`config.mk`:
```
export PLATFORM = sky130hd
export DESIGN_NAME = ccu_sqrt
export DESIGN_NICKNAME = d
export VERILOG_FILES = /design/src/ccu_pkg.sv /design/src/ccu_sqrt.sv
export SDC_FILE = /design/constraint.sdc
export NUM_CORES = 2
export LEC_CHECK = 0
export BUFFER_PORTS_ARGS = -buffer_cell sky130_fd_sc_hd__buf_2
export CORE_ASPECT_RATIO = 1.4
export CORE_UTILIZATION = 60
export CTS_BUF_LIST = sky130_fd_sc_hd__clkbuf_2 sky130_fd_sc_hd__clkbuf_4 sky130_fd_sc_hd__clkbuf_8
export DETAILED_ROUTE_END_ITERATION = 10
export PLACE_DENSITY = 0.73
export RECOVER_POWER = 25
export SLEW_MARGIN = 5
export SYNTH_ARGS = -nofsm -noshare
export SYNTH_HDL_FRONTEND = slang
export SYNTH_SLANG_ARGS = --single-unit
```
`constraint.sdc`:
```
create_clock -name clock -period 8.1 [get_ports clock]
set_clock_uncertainty 0.15 [all_clocks]
set_input_delay 0.405 -clock clock [delete_from_list [all_inputs] [get_ports clock]]
set_output_delay 0.405 -clock clock [all_outputs]
set_load 0.005 [all_outputs]
```
`src/ccu_pkg.sv`:
```
package ccu_pkg;

   // coordinate and intermediate widths
   localparam int CoordW  = 16;
   localparam int DiffW   = 17;
   localparam int SqW     = 34;
   localparam int SumW    = 35;
   localparam int DenW    = 36;
   localparam int NumW    = 52;
   localparam int QBits   = 25;
   localparam int QW      = 26;
   localparam int OutW    = 24;
   localparam int RootBits = 25;
   localparam int RadW    = 50;

   localparam logic signed [OutW-1:0] CenMax = {1'b0, {(OutW-1){1'b1}}};
   localparam logic signed [OutW-1:0] CenMin = {1'b1, {(OutW-1){1'b0}}};
   localparam logic [OutW-1:0]        RadMax = {OutW{1'b1}};

   // one quotient lane leaving the divider
   typedef struct packed {
      logic             ovf;
      logic             neg;
      logic             rem_nz;
      logic [QBits-1:0] q;
   } lane_res_type;

endpackage

```
`src/ccu_sqrt.sv`:
```
module ccu_sqrt #(
   parameter int SIDE_W = 50
) (
   input  logic                          clock,
   input  logic                          reset,
   input  logic                          en,
   input  logic                          in_valid,
   input  logic [ccu_pkg::RadW-1:0]      in_rad,
   input  logic [SIDE_W-1:0]             in_side,
   output logic                          out_valid,
   output logic [ccu_pkg::RootBits-1:0]  out_root,
   output logic [SIDE_W-1:0]             out_side
);
   import ccu_pkg::*;

   logic                v_ff    [0:RootBits];
   logic [RadW-1:0]     rem_ff  [0:RootBits];
   logic [RootBits-1:0] root_ff [0:RootBits];
   logic [SIDE_W-1:0]   side_ff [0:RootBits];

   // entry stage
   always_ff @(posedge clock) begin
      if (reset) begin
         v_ff[0] <= 1'b0;
      end else if (en) begin
         v_ff[0] <= in_valid;
      end
   end

   always_ff @(posedge clock) begin
      if (en) begin
         rem_ff[0]  <= in_rad;
         root_ff[0] <= '0;
         side_ff[0] <= in_side;
      end
   end

   // one root bit per stage: trial = (2*root + 2^i) * 2^i
   for (genvar k = 1; k <= RootBits; k++) begin : g_step
      localparam int Bit = RootBits - k;
      logic [RadW-1:0] trial;
      logic            take;

      assign trial = (RadW'(root_ff[k-1]) << (Bit + 1)) | (RadW'(1) << (2 * Bit));
      assign take  = rem_ff[k-1] >= trial;

      always_ff @(posedge clock) begin
         if (reset) begin
            v_ff[k] <= 1'b0;
         end else if (en) begin
            v_ff[k] <= v_ff[k-1];
         end
      end

      always_ff @(posedge clock) begin
         if (en) begin
            rem_ff[k]  <= take ? rem_ff[k-1] - trial : rem_ff[k-1];
            root_ff[k] <= root_ff[k-1] | (RootBits'(take) << Bit);
            side_ff[k] <= side_ff[k-1];
         end
      end
   end

   assign out_valid = v_ff[RootBits];
   assign out_root  = root_ff[RootBits];
   assign out_side  = side_ff[RootBits];

endmodule

```
* Yosys cells after proc, flatten, opt, wreduce, memory -nomap -nowiden
Memory sizes are Yosys's and may differ from the RTL's.
Index checks and enable logic that the tools add are counted.
** Storage, ports and cells
- Register bits after elaboration :: 0
- Input bits :: 104
- Memories :: 4
- Output and inout port bits :: 76
- RAM bits :: 3276
** Operators by class
- Bitwise gates (word level) :: 51
- Multiplexer cells :: 57
- Add/subtract/negate cells :: 25
- Magnitude comparators :: 25
** Memory list
- rem_ff :: words 26, width 50, read ports 25, clocked after memory_dff 0, write ports 26, line ccu_sqrt.sv:17 : logic [RadW-1:0] rem_ff [0:RootBits];
- side_ff :: words 26, width 50, read ports 26, clocked after memory_dff 0, write ports 26, line ccu_sqrt.sv:19 : logic [SIDE_W-1:0] side_ff [0:RootBits];
- root_ff :: words 26, width 25, read ports 26, clocked after memory_dff 0, write ports 26, line ccu_sqrt.sv:18 : logic [RootBits-1:0] root_ff [0:RootBits];
- v_ff :: words 26, width 1, read ports 26, clocked after memory_dff 0, write ports 26, line ccu_sqrt.sv:16 : logic v_ff [0:RootBits];
** Operators by type and width (number)
- 50-bit two-way mux :: 25
- 50-bit by 26-bit >= comparator with 1-bit output :: 1
- 50-bit by 27-bit >= comparator with 1-bit output :: 1
- 50-bit by 28-bit >= comparator with 1-bit output :: 1
- 50-bit by 29-bit >= comparator with 1-bit output :: 1
- 50-bit by 30-bit >= comparator with 1-bit output :: 1
- 50-bit by 31-bit >= comparator with 1-bit output :: 1
- 50-bit by 32-bit >= comparator with 1-bit output :: 1
- 50-bit by 33-bit >= comparator with 1-bit output :: 1
- 50-bit by 34-bit >= comparator with 1-bit output :: 1
- 50-bit by 35-bit >= comparator with 1-bit output :: 1
- 50-bit by 36-bit >= comparator with 1-bit output :: 1
- 50-bit by 37-bit >= comparator with 1-bit output :: 1
- 50-bit by 38-bit >= comparator with 1-bit output :: 1
- 50-bit by 39-bit >= comparator with 1-bit output :: 1
- 50-bit by 40-bit >= comparator with 1-bit output :: 1
- 50-bit by 41-bit >= comparator with 1-bit output :: 1
- 50-bit by 42-bit >= comparator with 1-bit output :: 1
- 50-bit by 43-bit >= comparator with 1-bit output :: 1
- 50-bit by 44-bit >= comparator with 1-bit output :: 1
- 50-bit by 45-bit >= comparator with 1-bit output :: 1
- 50-bit by 46-bit >= comparator with 1-bit output :: 1
- 50-bit by 47-bit >= comparator with 1-bit output :: 1
- 50-bit by 48-bit >= comparator with 1-bit output :: 1
- other kinds (54) :: 110

* Logic depth before layout (Yosys ltp)
- Depth after elaboration :: 4
- Gate-level depth with buffers :: 13
- Gate-level depth less buffers :: 11

* Worst setup path before layout
OpenSTA, ideal clock, no wires.
- Kind :: reg2reg
- From :: memory rem_ff[23][24] (netlist: rem_ff[5][174])
- To :: memory rem_ff[24][39] (netlist: rem_ff[6][39]) (data pin)
- Data arrival time :: 3083 ps
- Cell stages (with the launch flop) :: 13
- Setup slack :: 4609 ps
- Period minus slack after synthesis :: 3491 ps
- Path buffers :: 2
- Cells stage by stage :: edfxtp_1 > ha_1 > clkbuf_1 > nand3_1 > or3_1 > or3_1 > o2111a_1 > and4b_1 > clkbuf_1 > or2_1 > nor3_2 > nand3_1 > xnor2_1
** RTL lines (line)
- start: declaration :: ccu_sqrt.sv:17

==> flow_summary_export.csv <==
group,metric,value,unit
routing,drt-pass1-iter-count,8,
timing,final-hold-violation-count,0,
power_and_ir_drop,powerDensity,266.6,nW/um^2
placement,portBuffers,179,
routing,drcViolationCount,0,
clock_network,cts_sinks,2901,
setup_path,critPathTopFamily,"simple AND/OR/NAND/NOR gates",
setup_path,rrSetupSlack,3.55,ns
setup_path,worstRegToRegCells,10,
hold_path,worstHoldStart,"side_ff[1][354]$_DFFE_PP_",
die,die_height,518.1,um
clock_network,clockBufferDepth,4,
setup_path,r2r_start,"rem_ff[2][169]$_DFFE_PP_",
clock_network,cts_tree,"yes",
global_routing,grt_max_degree,211,
die,dieArea,192000,um^2
power_and_ir_drop,pwr-share-comb,0.123,
power_and_ir_drop,p_seq_frac,0.557,
setup_path,slowest_stage,"nor4_1",
finish,drive_above_1_share,0.1206,
clock_network,cts_root_buf,"clkbuf_8",
clock_network,insertion_delay,0.97,ns
routing,wl_met3,7.489,mm
setup_path,crit_buf_inv,1,
finish,layout_common_cells,"edfxtp_1 (2901), inv_1 (426), clkbuf_8 (414)",
hold_path,hold-path-endpoint,"side_ff[2][4]$_DFFE_PP_",
setup_path,critPathRequiredTime,8.60,ns
clock_network,cts_max_level,5,
synth,syn_area,114100,um^2
power_and_ir_drop,p_sw_frac,0.2483,
timing,min_period,4.549,ns
synth,synth_nets,7532,
die,rows,189,
setup_path,path_cells,"nor3_1 > nand4_1 > nor4_1 > a21oi_1 > nand2b_1 > nor3b_2 > buf_4 > nand3b_1 > nor4_1 > xor2_1",
finish,final_nets,8229,
clock_network,numCtsBuffers,409,
routing,drtIter0Drc,3200,
hold_path,min_delay_path_depth,0,
power_and_ir_drop,power_leakage,46.79,nW
setup_path,crit_arrival,5.05,ns
global_routing,grt_pass1_vias,62040,
power_and_ir_drop,ir_worst_vdd,241.1,uV
global_routing,antenna_found_initial,5,
global_routing,track_usage,0.2161,
clock_network,post_cts_buffers,0,
routing,wl_met2,121.0,mm
timing,fmax,0.2199,GHz
timing,rsz0062_at_grt,"false",
synth,ys_seq_area_frac,0.7632,
timing,tightest_slew,1.307,ns
hold_path,min_path_type,"reg2reg",
placement,gp_congestion,0.9323,
routing,drt-wirelength-per-cell,19.66,um
power_and_ir_drop,power_frac_clock,0.319,
setup_path,r2r_end,"rem_ff[3][49]$_DFFE_PP_",
die,core_area,189200,um^2
synth,syn_inst,7082,
finish,instances_no_fill,10590,
timing,maxSlewHeadroom,0.1171,
clock_network,cts.clk_slew.worst_paths,0.06,ns
global_routing,grt_pass1_wl,321.5,mm
finish,multi_input_area,24730,um^2
synth,synth_cell_type_count,85,
setup_path,cpMostUsedCell,"nor4_1",
synth,ys_ff_latch,2901,
setup_path,worstSetupEndpointType,"flip-flop",
power_and_ir_drop,p_sw,8.463,mW
job,maxCapViolCount,0,
placement,dp.cells,9648,
timing,setup_violations,0,
placement,hpwl,137.5,mm
synth,synth-edff-count,2901,
synth,synthArstFlopShare,0,
routing,wirelength_met1,67.68,mm
timing,fin_setup_tns,0,ns
routing,antenna_left,0,
clock_network,holdBufCountCts,203,
routing,vias,59030,
power_and_ir_drop,p_int,25.63,mW
die,pin_count,180,
synth,yosys_most_used_dff,"edfxtp_1",
routing,dr.max_layer_used,"met4",
die,initial_utilization,0.6033,
global_routing,grt_overflow,0,
timing,final.period_utilization,0.5615,
finish,regArea,87110,um^2
synth,ys_warn_count,0,
routing,wirelength,208.1,mm
finish,fillers,12270,
synth,syn_avg_cell_area,16.12,um^2
clock_network,cts_resized,0,
status,run_status,"finished, final reports clean",
routing,vias_per_cell,5.575,
setup_path,slowest_delay,1.11,ns
setup_path,path_class,"reg2reg",
die,die_w,370.6,um
finish,areaGrowthSynthToFinish,12.01,%
setup_path,crit_fanout,26,
setup_path,crit_path_start_kind,"flip-flop",
timing,final_max_slew_viol_count,0,
finish,layout_commonest_cell,"edfxtp_1",
==> power by group through the flow <==
stage	Sequential [mW]	Clock (mW)	Combinational (mW)
2_1_floorplan	19.0	0	2.90
3_3_place_gp	19.2	0	4.00
3_5_place_dp	19.3	0	4.09
4_1_cts	19.0	11.1	4.19
5_1_grt	19.1	11.8	4.66
6_report	19.0	10.9	4.21
==> cell usage after synthesis (all sizes together) (8+ instances only) <==
cell | n | area [um^2]
edfxtp | 2901 | 87110
inv | 428 | 1607
nor2 | 361 | 1355
ha | 346 | 4329
nand2 | 325 | 1222
a21oi | 317 | 1590
xor2 | 265 | 2321
xnor2 | 248 | 2172
o21ai | 247 | 1236
nor4 | 198 | 1239
nor3 | 163 | 820.8
a21o | 114 | 855.8
clkbuf | 86 | 322.8
nand3 | 85 | 430.4
nand4 | 71 | 450.4
nand2b | 70 | 437.9
o21a | 68 | 510.5
buf | 62 | 432.9
mux2 | 62 | 698.2
or3 | 58 | 362.9
and2 | 57 | 356.6
nor2b | 52 | 325.3
or4 | 50 | 375.4
a31oi | 33 | 206.5
o211ai | 31 | 232.7
o31ai | 30 | 225.2
or2 | 30 | 187.7
o21bai | 29 | 217.7
a211oi | 25 | 187.7
and3 | 23 | 143.9
nor4b | 20 | 181.4
nand3b | 17 | 127.6
nor3b | 15 | 112.6
mux2i | 13 | 130.1
o41ai | 13 | 113.9
a21boi | 12 | 90.09
nand4b | 12 | 105.1
a211o | 10 | 87.58
and4b | 10 | 100.1
a311oi | 9 | 78.83
and4 | 9 | 78.83
o31a | 9 | 78.83
a2111oi | 8 | 70.07
o311ai | 8 | 70.07
==> metal layers <==
| metal | up-vias | global-route usage |
|---|---|---|
| met5 | - | 0 |
| met4 | 0 | 0.1253 |
| met3 | 626 | 0.03386 |
| met2 | 1463 | 0.4382 |
| met1 | 28530 | 0.1935 |
| li1 | 28410 | - |
==> final cells by class <==
cell class,instances,share of cell area
clock inverter,187,0.008720
sequential,2901,0.6814
inverter,428,0.01257
timing repair buffer,434,0.02724
antenna,5,0.00009787
tap,2483,0.02430
clock buffer,545,0.05226
multi-input combinational,3605,0.1934
==> worst max path at each step <==
stage / start / to / slack (ns) / depth (start not counted)
final: rem_ff[2][169]$_DFFE_PP_ / rem_ff[3][49]$_DFFE_PP_ / 3.55 / 10
after global routing: root_ff[2][33]$_DFFE_PP_ / rem_ff[4][125]$_DFFE_PP_ / 3.37 / 11
after CTS: root_ff[2][9]$_DFFE_PP_ / rem_ff[4][94]$_DFFE_PP_ / 3.39 / 11
after detailed placement: root_ff[2][9]$_DFFE_PP_ / rem_ff[4][86]$_DFFE_PP_ / 3.47 / 11
after global placement: root_ff[2][9]$_DFFE_PP_ / rem_ff[4][94]$_DFFE_PP_ / 3.45 / 11
after floorplan: rem_ff[5][174]$_DFFE_PP_ / rem_ff[6][39]$_DFFE_PP_ / 4.61 / 12
==> stage by stage <==
step,setup slack [ns],area [um^2],power (mW),hold slack (ns),utilization
final,3.551,127800,34.09,0.2212,0.6758
after global routing,3.375,127800,35.59,0.2030,0.6758
after CTS,3.393,127800,34.31,0.006906,0.6757
after detailed placement,3.472,118000,23.38,0.2545,0.6238
after global placement,3.447,118000,23.22,0.2501,0.6238
after floorplan,4.609,114100,21.87,0.2503,-
==> cells by family (layout without fill, tap and decap cells) <==
family,Yosys count,after routing,synth area share
other cells,0,5,0
xor+xnor,513,513,0.03937
compound gates,1030,1030,0.05655
buf+inv,576,1594,0.02070
fa+ha+maj,346,346,0.03793
flops,2901,2901,0.7632
mux,75,75,0.007257
simple gates,1641,1641,0.07496
==> state kept, by name, indices dropped and copies added, names as in the netlist <==
name and count:
side_ff 1300, rem_ff 1250, root_ff 325, v_ff 26
Power figures use the tool's default switching activity.
